[config.mk]
export PLATFORM = sky130hd
export DESIGN_NAME = priority_thread_scheduler_semaphores
export DESIGN_NICKNAME = d
export VERILOG_FILES = /design/src/rtl/pts_pkg.sv /design/src/rtl/priority_thread_scheduler_semaphores.sv /design/src/rtl/pts_step.sv /design/src/rtl/pts_wake.sv
export SDC_FILE = /design/constraint.sdc
export NUM_CORES = 2
export LEC_CHECK = 0
export ABC_AREA = 1
export ABC_CLOCK_PERIOD_IN_PS = 15600
export BUFFER_PORTS_ARGS = -buffer_cell sky130_fd_sc_hd__buf_2
export CORE_ASPECT_RATIO = 0.75
export CORE_UTILIZATION = 60
export DETAILED_ROUTE_END_ITERATION = 10
export PLACE_DENSITY_LB_ADDON = 0.05
export SETUP_SLACK_MARGIN = 0.05
export SLEW_MARGIN = 20
export SYNTH_ARGS = -nofsm -noshare
export SYNTH_HDL_FRONTEND = slang
export SYNTH_SLANG_ARGS = --single-unit
[constraint.sdc]
create_clock -name clk -period 15.6 [get_ports clk]
set_input_delay 0.78 -clock clk [delete_from_list [all_inputs] [get_ports clk]]
set_output_delay 0.78 -clock clk [all_outputs]
set_load 0.01 [all_outputs]
[src/rtl/pts_pkg.sv]
`timescale 1ns / 1ps

package pts_pkg;

    // Fixed field widths of the item and result ports
    localparam int THREAD_W  = 3;
    localparam int SEMA_W    = 3;
    localparam int OP_W      = 3;
    localparam int TICKS_W   = 16;
    localparam int COUNT_W   = 16;
    localparam int PRIO_W    = 8;
    localparam int STEP_W    = 64;
    localparam int CFG_IDX_W = 1;
    localparam int CFG_W     = 64;
    localparam int MASK_W    = 8;

    // Priority value that is never scheduled
    localparam logic [PRIO_W-1:0] NO_PRIORITY = 8'd255;

    // Saturation limits of a semaphore count
    localparam logic signed [COUNT_W-1:0] COUNT_MAX = 16'sh7FFF;
    localparam logic signed [COUNT_W-1:0] COUNT_MIN = 16'sh8000;

    typedef enum logic [OP_W-1:0] {
        OP_TICK   = 3'd0,
        OP_SLEEP  = 3'd1,
        OP_WAIT   = 3'd2,
        OP_SIGNAL = 3'd3,
        OP_INIT   = 3'd4
    } opcode_t;

    typedef enum logic [CFG_IDX_W-1:0] {
        REG_PRIORITIES = 1'b0,
        REG_VALID_MASK = 1'b1
    } cfg_reg_t;

    // Outcome of a round-robin search over the thread slots
    typedef struct packed {
        logic                found;
        logic [THREAD_W-1:0] thread;
    } pick_t;

endpackage

[src/rtl/priority_thread_scheduler_semaphores.sv]
`timescale 1ns / 1ps

// Priority thread scheduler with counting semaphores. One kernel event
// (tick, sleep, wait, signal, semaphore init) is taken per transfer and
// gives exactly one result. The block sustains one event per clock
// while out_stall is low: an event waits in the input register, the
// whole update (sleep countdown, semaphore count, waiter wake-up and
// the round-robin priority scan over all threads) is done from there,
// and the result register loads as the event leaves. The cycle time is
// set by the round-robin priority scan, a chain of NUM_THREADS compares.
// The user must write thread priorities and the valid mask through the
// cfg port only while no event is in flight; the block does not enforce it.
module priority_thread_scheduler_semaphores #(
    parameter int NUM_THREADS    = 8,
    parameter int NUM_SEMAPHORES = 8,
    parameter int SLEEP_BITS     = 16
) (
    input  logic                                 clk,
    input  logic                                 rst_n,
    // Event channel
    input  logic                                 in_valid,
    output logic                                 in_stall,
    input  logic [pts_pkg::OP_W-1:0]             opcode,
    input  logic [pts_pkg::SEMA_W-1:0]           sema_index,
    input  logic [pts_pkg::TICKS_W-1:0]          sleep_ticks,
    input  logic signed [pts_pkg::COUNT_W-1:0]   init_count,
    // Result channel
    output logic                                 out_valid,
    input  logic                                 out_stall,
    output logic [pts_pkg::THREAD_W-1:0]         running_thread,
    output logic                                 switched,
    output logic                                 caller_blocked,
    output logic                                 idle,
    output logic [pts_pkg::STEP_W-1:0]           tick_count,
    // Configuration write port
    input  logic                                 cfg_we,
    input  logic [pts_pkg::CFG_IDX_W-1:0]        cfg_index,
    input  logic [pts_pkg::CFG_W-1:0]            cfg_data
);

    localparam int TIDX_W = $clog2(NUM_THREADS);
    localparam int SIDX_W = (NUM_SEMAPHORES > 1) ? $clog2(NUM_SEMAPHORES) : 1;

    // Configuration
    logic [pts_pkg::CFG_W-1:0]  prio_cfg_reg;
    logic [pts_pkg::MASK_W-1:0] valid_cfg_reg;

    // Input register
    logic                                in_valid_reg;
    logic [pts_pkg::OP_W-1:0]            in_op_reg;
    logic [pts_pkg::SEMA_W-1:0]          in_sema_reg;
    logic [pts_pkg::TICKS_W-1:0]         in_ticks_reg;
    logic signed [pts_pkg::COUNT_W-1:0]  in_init_reg;

    // Scheduler state
    logic [SLEEP_BITS-1:0]              sleep_reg      [NUM_THREADS];
    logic [NUM_THREADS-1:0]             blocked_reg;
    logic [SIDX_W-1:0]                  blocked_on_reg [NUM_THREADS];
    logic signed [pts_pkg::COUNT_W-1:0] sema_reg       [NUM_SEMAPHORES];
    logic [TIDX_W-1:0]                  cur_reg;
    logic [pts_pkg::STEP_W-1:0]         step_reg;

    // Result register
    logic                               out_valid_reg;
    logic [pts_pkg::THREAD_W-1:0]       running_reg;
    logic                               switched_reg;
    logic                               blocked_out_reg;
    logic                               idle_reg;
    logic [pts_pkg::STEP_W-1:0]         tick_reg;

    // Update logic
    logic                               fire;
    logic                               in_take;
    logic                               sema_ok;
    logic [SIDX_W-1:0]                  s_idx;
    logic signed [pts_pkg::COUNT_W-1:0] cnt_cur;
    logic signed [pts_pkg::COUNT_W-1:0] cnt_dec;
    logic signed [pts_pkg::COUNT_W-1:0] cnt_inc;
    logic [SLEEP_BITS-1:0]              ticks_sat;
    logic [NUM_THREADS-1:0]             waiting;
    logic [NUM_THREADS-1:0]             valid_mask;
    logic [pts_pkg::PRIO_W-1:0]         prio      [NUM_THREADS];
    logic [SLEEP_BITS-1:0]              sleep_pre [NUM_THREADS];
    logic [SLEEP_BITS-1:0]              sleep_dec [NUM_THREADS];
    logic [NUM_THREADS-1:0]             blocked_pre;
    logic [SIDX_W-1:0]                  blocked_on_next [NUM_THREADS];
    logic signed [pts_pkg::COUNT_W-1:0] sema_next [NUM_SEMAPHORES];
    logic                               ran;
    logic                               blk;
    logic                               idle_next;
    logic [TIDX_W-1:0]                  cur_next;
    logic [pts_pkg::STEP_W-1:0]         step_next;
    pts_pkg::pick_t                     step_pick;
    pts_pkg::pick_t                     wake_pick;

    // Handshake: process when the result register is free or being drained
    assign fire     = in_valid_reg && (!out_valid_reg || !out_stall);
    assign in_stall = in_valid_reg && !fire;
    assign in_take  = in_valid && !in_stall;

    // Semaphore addressing and saturating count updates
    assign sema_ok = (32'(in_sema_reg) < NUM_SEMAPHORES);
    assign s_idx   = in_sema_reg[SIDX_W-1:0];
    assign cnt_cur = sema_reg[s_idx];
    assign cnt_dec = (cnt_cur != pts_pkg::COUNT_MIN) ? cnt_cur - 16'sd1 : cnt_cur;
    assign cnt_inc = (cnt_cur != pts_pkg::COUNT_MAX) ? cnt_cur + 16'sd1 : cnt_cur;

    // Clamp the sleep length to the sleep counter range
    if (SLEEP_BITS >= pts_pkg::TICKS_W) begin : g_ticks_wide
        assign ticks_sat = SLEEP_BITS'(in_ticks_reg);
    end else begin : g_ticks_narrow
        assign ticks_sat = (|in_ticks_reg[pts_pkg::TICKS_W-1:SLEEP_BITS]) ?
                           '1 : in_ticks_reg[SLEEP_BITS-1:0];
    end

    // Per-thread views of configuration and waiters
    assign valid_mask = valid_cfg_reg[NUM_THREADS-1:0];
    for (genvar g = 0; g < NUM_THREADS; g++) begin : g_thread
        assign prio[g]    = prio_cfg_reg[pts_pkg::PRIO_W*g +: pts_pkg::PRIO_W];
        assign waiting[g] = blocked_reg[g] && (blocked_on_reg[g] == s_idx);
    end

    pts_wake #(
        .NUM_THREADS (NUM_THREADS)
    ) u_wake (
        .waiting (waiting),
        .cur     (cur_reg),
        .pick    (wake_pick)
    );

    // Decode the event into the state seen by the scheduling step
    always_comb
    begin
        sleep_pre       = sleep_reg;
        blocked_pre     = blocked_reg;
        blocked_on_next = blocked_on_reg;
        sema_next       = sema_reg;
        ran             = 1'b0;
        blk             = 1'b0;
        unique case (pts_pkg::opcode_t'(in_op_reg))
            pts_pkg::OP_TICK:
            begin
                ran = 1'b1;
            end
            pts_pkg::OP_SLEEP:
            begin
                sleep_pre[cur_reg] = ticks_sat;
                ran                = 1'b1;
            end
            pts_pkg::OP_WAIT:
            begin
                if (sema_ok)
                begin
                    sema_next[s_idx] = cnt_dec;
                    if (cnt_dec[pts_pkg::COUNT_W-1])
                    begin
                        blocked_pre[cur_reg]     = 1'b1;
                        blocked_on_next[cur_reg] = s_idx;
                        blk                      = 1'b1;
                        ran                      = 1'b1;
                    end
                end
            end
            pts_pkg::OP_SIGNAL:
            begin
                if (sema_ok)
                begin
                    sema_next[s_idx] = cnt_inc;
                    if ((cnt_inc[pts_pkg::COUNT_W-1] || (cnt_inc == '0)) && wake_pick.found)
                    begin
                        blocked_pre[wake_pick.thread[TIDX_W-1:0]]     = 1'b0;
                        blocked_on_next[wake_pick.thread[TIDX_W-1:0]] = '0;
                    end
                end
            end
            pts_pkg::OP_INIT:
            begin
                if (sema_ok)
                begin
                    sema_next[s_idx] = in_init_reg;
                end
            end
            default:
            begin
                ran = 1'b0;
            end
        endcase
    end

    pts_step #(
        .NUM_THREADS (NUM_THREADS),
        .SLEEP_BITS  (SLEEP_BITS)
    ) u_step (
        .sleep_pre (sleep_pre),
        .blocked   (blocked_pre),
        .valid     (valid_mask),
        .prio      (prio),
        .cur       (cur_reg),
        .sleep_dec (sleep_dec),
        .pick      (step_pick)
    );

    // Commit the step only when the event calls for one
    assign idle_next = ran && !step_pick.found;
    assign cur_next  = (ran && step_pick.found) ? step_pick.thread[TIDX_W-1:0] : cur_reg;
    assign step_next = step_reg + pts_pkg::STEP_W'(ran);

    // Write configuration registers
    always_ff @(posedge clk or negedge rst_n)
    begin
        if (!rst_n)
        begin
            prio_cfg_reg  <= '1;
            valid_cfg_reg <= '0;
        end
        else if (cfg_we)
        begin
            unique case (pts_pkg::cfg_reg_t'(cfg_index))
                pts_pkg::REG_PRIORITIES: prio_cfg_reg  <= cfg_data;
                pts_pkg::REG_VALID_MASK: valid_cfg_reg <= cfg_data[pts_pkg::MASK_W-1:0];
                default:                 prio_cfg_reg  <= prio_cfg_reg;
            endcase
        end
    end

    // Hold the accepted event
    always_ff @(posedge clk or negedge rst_n)
    begin
        if (!rst_n)
        begin
            in_valid_reg <= 1'b0;
        end
        else if (in_take)
        begin
            in_valid_reg <= 1'b1;
        end
        else if (fire)
        begin
            in_valid_reg <= 1'b0;
        end
    end

    always_ff @(posedge clk)
    begin
        if (in_take)
        begin
            in_op_reg    <= opcode;
            in_sema_reg  <= sema_index;
            in_ticks_reg <= sleep_ticks;
            in_init_reg  <= init_count;
        end
    end

    // Advance scheduler state
    always_ff @(posedge clk or negedge rst_n)
    begin
        if (!rst_n)
        begin
            for (int i = 0; i < NUM_THREADS; i++)
            begin
                sleep_reg[i]      <= '0;
                blocked_on_reg[i] <= '0;
            end
            for (int i = 0; i < NUM_SEMAPHORES; i++)
            begin
                sema_reg[i] <= '0;
            end
            blocked_reg <= '0;
            cur_reg     <= '0;
            step_reg    <= '0;
        end
        else if (fire)
        begin
            sleep_reg      <= ran ? sleep_dec : sleep_pre;
            blocked_on_reg <= blocked_on_next;
            sema_reg       <= sema_next;
            blocked_reg    <= blocked_pre;
            cur_reg        <= cur_next;
            step_reg       <= step_next;
        end
    end

    // Load the result register; drop valid once the result transfers
    always_ff @(posedge clk or negedge rst_n)
    begin
        if (!rst_n)
        begin
            out_valid_reg <= 1'b0;
        end
        else if (fire)
        begin
            out_valid_reg <= 1'b1;
        end
        else if (!out_stall)
        begin
            out_valid_reg <= 1'b0;
        end
    end

    always_ff @(posedge clk)
    begin
        if (fire)
        begin
            running_reg     <= pts_pkg::THREAD_W'(cur_next);
            switched_reg    <= ran;
            blocked_out_reg <= blk;
            idle_reg        <= idle_next;
            tick_reg        <= step_next;
        end
    end

    assign out_valid      = out_valid_reg;
    assign running_thread = running_reg;
    assign switched       = switched_reg;
    assign caller_blocked = blocked_out_reg;
    assign idle           = idle_reg;
    assign tick_count     = tick_reg;

    // The step counter moves by one exactly when a step runs
    assert property (@(posedge clk) disable iff (!rst_n)
        fire |=> ((step_reg - $past(step_reg)) == pts_pkg::STEP_W'($past(ran))))
        else $error("step counter out of line with scheduling steps");

    // A thread picked by a step is never left blocked
    assert property (@(posedge clk) disable iff (!rst_n)
        (fire && ran && step_pick.found) |=> !blocked_reg[cur_reg])
        else $error("blocked thread was scheduled");

    // A waiting event is not overwritten before it is processed
    assert property (@(posedge clk) disable iff (!rst_n)
        (in_valid_reg && !fire) |=> (in_valid_reg && $stable(in_op_reg)))
        else $error("pending event lost");

endmodule

[src/rtl/pts_step.sv]
`timescale 1ns / 1ps

module pts_step #(
    parameter int NUM_THREADS = 8,
    parameter int SLEEP_BITS  = 16,
    localparam int TIDX_W     = $clog2(NUM_THREADS)
) (
    input  logic [SLEEP_BITS-1:0]        sleep_pre [NUM_THREADS],
    input  logic [NUM_THREADS-1:0]       blocked,
    input  logic [NUM_THREADS-1:0]       valid,
    input  logic [pts_pkg::PRIO_W-1:0]   prio [NUM_THREADS],
    input  logic [TIDX_W-1:0]            cur,
    output logic [SLEEP_BITS-1:0]        sleep_dec [NUM_THREADS],
    output pts_pkg::pick_t               pick
);

    logic [NUM_THREADS-1:0] ready;

    // Count down every sleeping thread and mark the ones that may run
    for (genvar g = 0; g < NUM_THREADS; g++) begin : g_thread
        assign sleep_dec[g] = (sleep_pre[g] != '0) ? sleep_pre[g] - 1'b1 : sleep_pre[g];
        assign ready[g]     = valid[g] && !blocked[g] && (sleep_dec[g] == '0);
    end

    // Scan from the thread after the running one, ending at the running one;
    // the first thread scanned wins a tie
    always_comb
    begin
        logic [TIDX_W:0]            sum;
        logic [TIDX_W-1:0]          t;
        logic [pts_pkg::PRIO_W-1:0] best;
        best        = pts_pkg::NO_PRIORITY;
        pick.found  = 1'b0;
        pick.thread = pts_pkg::THREAD_W'(cur);
        for (int i = 1; i <= NUM_THREADS; i++)
        begin
            sum = (TIDX_W+1)'(cur) + (TIDX_W+1)'(i);
            if (sum >= (TIDX_W+1)'(NUM_THREADS))
            begin
                sum = sum - (TIDX_W+1)'(NUM_THREADS);
            end
            t = sum[TIDX_W-1:0];
            if (ready[t] && (prio[t] < best))
            begin
                best        = prio[t];
                pick.found  = 1'b1;
                pick.thread = pts_pkg::THREAD_W'(t);
            end
        end
    end

endmodule

[src/rtl/pts_wake.sv]
`timescale 1ns / 1ps

module pts_wake #(
    parameter int NUM_THREADS = 8,
    localparam int TIDX_W     = $clog2(NUM_THREADS)
) (
    input  logic [NUM_THREADS-1:0] waiting,
    input  logic [TIDX_W-1:0]      cur,
    output pts_pkg::pick_t         pick
);

    // Find the first waiter after the running thread, wrapping to it
    always_comb
    begin
        logic [TIDX_W:0]   sum;
        logic [TIDX_W-1:0] t;
        pick.found  = 1'b0;
        pick.thread = '0;
        for (int i = 1; i <= NUM_THREADS; i++)
        begin
            sum = (TIDX_W+1)'(cur) + (TIDX_W+1)'(i);
            if (sum >= (TIDX_W+1)'(NUM_THREADS))
            begin
                sum = sum - (TIDX_W+1)'(NUM_THREADS);
            end
            t = sum[TIDX_W-1:0];
            if (waiting[t] && !pick.found)
            begin
                pick.found  = 1'b1;
                pick.thread = pts_pkg::THREAD_W'(t);
            end
        end
    end

endmodule
; ---- Word-level counts from Yosys, hierarchy flattened
; Index checks and enable logic that the tools add are counted.
[word_totals]
in_bits = 108
register_bits = 537
word_cells = 374
output_inout_bits = 72
[op_classes]
order_cmp = 42
n_reduce_logical = 98
add_sub_neg = 27
eq_ne = 17
muxes = 133
n_bitwise = 17
[op_table]
columns = cell, count
row1 = bitwise mux 128 bit, 4
row2 = one-hot mux 128 bit (3 select lines), 1
row3 = two-way mux 128 bit, 2
row4 = two-way mux 16 bit, 14
row5 = two-way mux 8 bit, 25
row6 = binary-select mux 8 bit (select 3 bit), 8
row7 = logical NOT 16 bit, 9
row8 = nonzero test 16 bit, 8
row9 = "subtractor 16 x 1 -> 16 bit, second input constant", 8
row10 = demux 16 bit (select 3 bit), 2
row11 = ">= comparator 4 bit, second input constant", 19
row12 = adder 64 x 1 -> 64 bit, 1
row13 = two-way mux 4 bit, 16
row14 = less-than comparator 8 bit, 7
row15 = logical AND 1 bit, 50
row16 = binary-select mux 1 bit (select 3 bit), 16
row17 = binary-select mux 16 bit (select 3 bit), 1
row18 = two-way mux 24 bit, 2
row19 = one-hot mux 24 bit (2 select lines), 1
row20 = NOT 3 -> 4 bit, 11
row21 = "less-than comparator 3 x 4 -> 1 bit, second input constant", 10
row22 = two-way mux 3 bit, 11
row23 = "inequality test 16 bit, second input constant", 2
row24 = AND 24 bit, 1
row25 = 35 further kinds, 105

; ---- Longest topological paths before layout
[depth]
depth_word = 65
depth_mapped = 104
depth_no_buf = 96

; ---- Hierarchy
; A second synthesis with hierarchy kept.
[hier_totals]
cells_unflattened = 6537
area_unflattened_um2 = 42660.9
[modules_own_cells]
columns = mod, area_each_um2, n_inst, cells_each, seq_area_each_um2
row1 = priority_thread_scheduler_semaphores, 31599.1, 1, 4261, 14058.5
row2 = pts_step, 10336.2, 1, 2138, 0.0
row3 = pts_wake, 725.7, 1, 138, 0.0

; ---- Least setup slack after synthesis
; Ideal clock, no wire load.
[synth_timing]
kind = register to register
start = reg cur_reg[1]
end = reg running_reg (netlist bit running_thread[1]), data pin
n_path_buf = 13
arrival_ns = 13.859
slack_ns = 1.486
path_stages_with_launch = 85
period_less_slack_ns = 14.114
setup_ns = 0.255
t_required_ns = 15.345
cell_sequence = dfrtp_1 -> clkbuf_1 -> clkinv_1 -> clkbuf_1 -> buf_1 -> buf_2 -> ha_1 -> inv_1 -> nor2_1 -> nand2_4 -> buf_4 -> buf_6 -> nand2_1 -> o21a_2 -> ha_1 -> nand2_1 -> inv_2 -> nand4_4 -> (+49 left out) -> o21ai_0 -> ha_1 -> a21oi_1 -> o221ai_1 -> a21oi_1 -> nand2_2 -> buf_2 -> clkbuf_1 -> nand2_1 -> o21ai_0 -> ha_1 -> a21oi_1 -> o221ai_1 -> a31oi_1 -> nand2_4 -> nand2_2 -> nand2_1 -> and2_1
[synth_between]
elab_chain_cells = 65
elab_cells_between_ends = 232
cone_classes = add/sub: 24 / order compare: 22 / mux: 107 / bitwise: 12 / reduce/logical: 67
[synth_lines]
columns = item, line_no
row1 = start: declaration, priority_thread_scheduler_semaphores.sv:60  ; logic [TIDX_W-1:0] cur_reg;
row2 = start signal: assignment, priority_thread_scheduler_semaphores.sv:278  ; cur_reg <= cur_next;
row3 = adder 3 x 1 -> 4 bit, "pts_step.sv:37, pts_wake.sv:21"
row4 = >= comparator 4 bit / subtractor 3 x 1 -> 3 bit (equally long branches), -
row5 = two-way mux 3 bit, "pts_step.sv:38, pts_wake.sv:22"
row6 = binary-select mux 1 bit (select 3 bit), pts_wake.sv:27  ; if (waiting[t] && !pick.found)
row7 = two-way mux 1 bit (implied by the code), pts_wake.sv:27
row8 = two-way mux 4 bit, pts_wake.sv:27
row9 = logical NOT 1 bit, pts_wake.sv:27
row10 = logical AND 1 bit, pts_wake.sv:27
row11 = (+50 left out), -
row12 = logical AND 1 bit, pts_step.sv:43  ; if (ready[t] && (prio[t] < best))
row13 = two-way mux 8 bit, pts_step.sv:43
row14 = less-than comparator 8 bit, pts_step.sv:43
row15 = logical AND 1 bit, pts_step.sv:43
row16 = two-way mux 4 bit, pts_step.sv:43
row17 = logical AND 1 bit, priority_thread_scheduler_semaphores.sv:205  ; assign cur_next = (ran && step_pick.found) ? step_pick.thread[TIDX_W-1:0] : cur_reg;
row18 = two-way mux 3 bit (*), priority_thread_scheduler_semaphores.sv:205
row19 = net cur_next[1], priority_thread_scheduler_semaphores.sv:91  ; logic [TIDX_W-1:0] cur_next;
row20 = end signal: assignment, priority_thread_scheduler_semaphores.sv:304  ; running_reg <= pts_pkg::THREAD_W'(cur_next);
row21 = end: declaration, priority_thread_scheduler_semaphores.sv:65  ; logic [pts_pkg::THREAD_W-1:0] running_reg;
; Mark *: on every way through the listed nets, which the timed path passes. The rest lies on a longest branch. The select of a mux whose other input is x is not followed.
; A chain may end at the register's enable or synchronous reset.

; ---- Worst setup path in the final report
[layout_timing]
start = reg in_sema_reg[0] (netlist bit)
end = reg running_reg (netlist bit running_thread[1]), data pin
[layout_between]
elab_chain_cells = 64
elab_cells_between_ends = 151
cone_classes = add/sub: 2 / order compare: 9 / eq/ne: 10 / mux: 68 / bitwise: 3 / reduce/logical: 59
[layout_lines]
columns = item, line_no
row1 = start: declaration, priority_thread_scheduler_semaphores.sv:51  ; logic [pts_pkg::SEMA_W-1:0] in_sema_reg;
row2 = start signal: assignment, priority_thread_scheduler_semaphores.sv:248  ; in_sema_reg <= sema_index;
row3 = equality test 3 bit, priority_thread_scheduler_semaphores.sv:120  ; assign waiting[g] = blocked_reg[g] && (blocked_on_reg[g] == s_idx);
row4 = logical AND 1 bit, priority_thread_scheduler_semaphores.sv:120
row5 = binary-select mux 1 bit (select 3 bit), pts_wake.sv:27
row6 = two-way mux 1 bit (implied by the code), pts_wake.sv:27
row7 = two-way mux 4 bit, pts_wake.sv:27
row8 = logical NOT 1 bit, pts_wake.sv:27
row9 = logical AND 1 bit, pts_wake.sv:27
row10 = two-way mux 4 bit, pts_wake.sv:27
row11 = (+49 left out), -
row12 = logical AND 1 bit, pts_step.sv:43
row13 = two-way mux 8 bit, pts_step.sv:43
row14 = less-than comparator 8 bit, pts_step.sv:43
row15 = logical AND 1 bit, pts_step.sv:43
row16 = two-way mux 4 bit, pts_step.sv:43
row17 = logical AND 1 bit, priority_thread_scheduler_semaphores.sv:205
row18 = two-way mux 3 bit (*), priority_thread_scheduler_semaphores.sv:205
row19 = net cur_next[1], priority_thread_scheduler_semaphores.sv:91
; Marks and branches as above.

==> out/metrics.yaml <==
status: "completed"
cp_slowest_stage_delay_ps: 450
synth_sequential_area_ratio_pct: 35.3
setup_violations: 0
finalClockSkew_ps: 31.5
core_sq_um: 65400
cts_buffers: 56
worst_ep_arrival_time_ps: 14940
clock-sinks: 537
synth_edf_count: 108
grt_pass1_vias: 36500
nets: 6038
wl_per_cell_um: 19.8
clk_latency_ps: 670
fin_hold_ws_ps: 177
gp_congestion: 1.04
yosysWarnings: 0
synth_nets: 6024
worst_pin_slew_ps: 1260
drt_iter0_drc: 5795
syn_inst: 5855
floorplan.rows: 81
detail_route.first_pass.iterations: 9
setup_tns_ps: 0
async_flop_share_pct: 79.9
clock-root-buffer: "clkbuf_16"
vdd_drop_max_mv: 0.178
crit_type: "reg -> reg"
fillers: 5891
slowest_stage: "edfxtp_1"
ys_seq_elements: 537
dieWidth_um: 299
multi_input_area_sq_um: 22100
hpwl_um: 89700
seq_area_sq_um: 14100
place_inst: 6670
grt_max_degree: 227
rsz0062_at_grt: "false"
cts_tree: "built"
clk_path_buf_depth: 3
required_ps: 16020
gr-usage-all-layers_pct: 38.9
routed_via_density: 6.07
fmax_mhz: 68.9
cp-start-kind: "flop"
drt-total-wl_um: 134000
dieArea_sq_um: 67300
report.final.hold_viol_count: 0
drc: 0
synth_area_sq_um: 39800
syn_to_final_growth_pct: 8.96
cts_htree_levels: 2
relSlewSlack_pct: 15.9
io_buffers: 179
stdcell_count: 6787
grt-ovfl-total: 0
p_leak_uw: 0.0207
cts.clk_slew.worst_paths_ps: 60
vias: 41200
crit_path_max_fanout: 48
cp_common_cell: "nand2_1"
antenna_found_initial: 0
max_cap_violations: 0
power.density_nw_per_um2: 220
netlist-cell-type-count: 72
ys.flop_type: "dfrtp_1"
io_pins: 180
die_y_um: 225
avgSynthCellArea_sq_um: 6.79
ant_nets: 0
grt_pass1_wl_um: 206000
post-route-period-util_pct: 93.1
endpoint_kind: "flop"
slew_violations: 0
fin_crit_ps: 14520
initial_core_util_pct: 60.8
hold_class: "in -> async"
holdBufCountCts: 0
diodes: 0
drive_gt1_share_pct: 11.1
metal layers:
layer	vias up	global-route usage, %	part of all wire (%)
met2	2476	55.9	41
li1	19400	-	-
met1	18900	56.6	42
met5	-	0	0
met4	0	13.1	3.6
met3	342	9.82	13
cell type report:
cell class                      count  share of cell area (%)
Clock buffer                       72                    3.56
Clock inverter                     33                    1.18
Inverter                          632                    5.53
Tap cell                          871                    2.51
Multi-Input combinational cell   4381                    51.1
Timing Repair Buffer              261                    3.67
Sequential cell                   537                    32.5
Yosys cell counts (9+ instances only):
master / count / area [sq um]
a21oi_1: 333 / 1670
a221oi_1: 73 / 639
a22oi_1: 19 / 143
a31oi_1: 27 / 169
buf_1: 13 / 48.8
buf_2: 56 / 280
buf_6: 18 / 203
clkbuf_1: 204 / 766
clkinv_1: 18 / 67.6
dfrtp_1: 365 / 9130
dfstp_2: 64 / 1680
edfxtp_1: 108 / 3240
ha_1: 61 / 763
inv_1: 565 / 2120
inv_2: 48 / 180
mux2i_1: 59 / 591
nand2_1: 1708 / 6410
nand2_2: 35 / 219
nand2_4: 16 / 180
nand3_1: 229 / 1150
nand3_2: 14 / 140
nand4_1: 76 / 475
nor2_1: 446 / 1670
nor2_2: 18 / 113
nor3_1: 72 / 360
nor3_2: 9 / 90.1
nor4_1: 22 / 138
o21a_1: 26 / 195
o21ai_0: 714 / 3570
o21ai_1: 94 / 470
o21ai_2: 30 / 263
o21bai_1: 9 / 67.6
o22ai_1: 41 / 257
xnor2_1: 23 / 201
xor2_1: 129 / 1130
through the flow:
stage / total power (uW) / setup slack, ps / area (sq um) / util, %
2_1_floorplan: 6350 / 1490 / 39800 / -
3_3_place_gp: 7680 / 897 / 41000 / 62.8
3_5_place_dp: 7740 / 377 / 41100 / 62.8
4_1_cts: 9280 / 314 / 43100 / 65.9
5_1_grt: 10300 / 90.9 / 43300 / 66.3
6_report: 9520 / 1080 / 43300 / 66.3
worst max-delay path, delay by kind of cell (launching register included):
family                     cells  cell delay (ps)
AOI/OAI and AO/OA             26             5530
buffers and inverters          4              820
adders and majority gates      7             2100
and+or+nand+nor               39             5360
DFF                            1              450
final timing paths:
path / from / end / slack, ps / cells after the start
max in group asynchronous: rst_n / valid_cfg_reg[4]$_DFFE_PN0P_ / 12250 / 4
hold reg to reg: prio_cfg_reg[28]$_DFFE_PN1P_ / prio_cfg_reg[28]$_DFFE_PN1P_ / 480 / 2
setup / recovery: in_sema_reg[0]$_DFFE_PP_ / running_thread[1]$_DFFE_PP_ / 1080 / 76
setup reg to reg: in_sema_reg[0]$_DFFE_PP_ / running_thread[1]$_DFFE_PP_ / 1080 / 76
hold / removal: rst_n / sema_reg[6]$_DFFE_PN0P_ / 180 / 1
min in group clk: init_count[6] / in_init_reg[6]$_DFFE_PP_ / 280 / 1
repair_timing:
action	in CTS	in global routing
resized for setup	0	36
buffers inserted	0	10
endpoints found under the setup margin	0	7
placed cells by master (no fill, tap or decap), drive strengths merged, types with 5 or more instances in the layout:
cell type and instances:
o21a 28, edfxtp 108, a211oi 7, a221oi 73, dfstp 64, mux2i 59, a31oi 27, clkinv 33
ha 61, inv 617, nor2 467, nand3 243, xor2 129, buf 260, a22oi 20, nor4 23
xnor2 23, o221ai 5, o21bai 9, and3 5, o22ai 41, a22o 7, or2 5, o211ai 8
a21boi 6, a21oi 342, dfrtp 365, and2 5, bufinv 11, nand2 1760, clkbuf 73, nor3 85
nand4 78, o21ai 838
logic make-up after synthesis:
kind of cell | after synthesis | synth area share (%)
AOI/OAI and AO/OA | 1429 | 20.1
xor gates and xnor gates | 152 | 3.35
adders and majority gates | 61 | 1.92
buffers and inverters | 938 | 9.47
DFF | 537 | 35.3
muxes | 60 | 1.51
and+or+nand+nor | 2678 | 28.3
where the power goes:
group / total [uW] / internal (uW) / switching [uW]
Combinational: 5870 / 1890 / 3980
Sequential: 2140 / 1860 / 279
Clock: 1510 / 888 / 621
Total: 9520 / 4640 / 4880
Note: power is estimated with default switching activity, not from simulation.
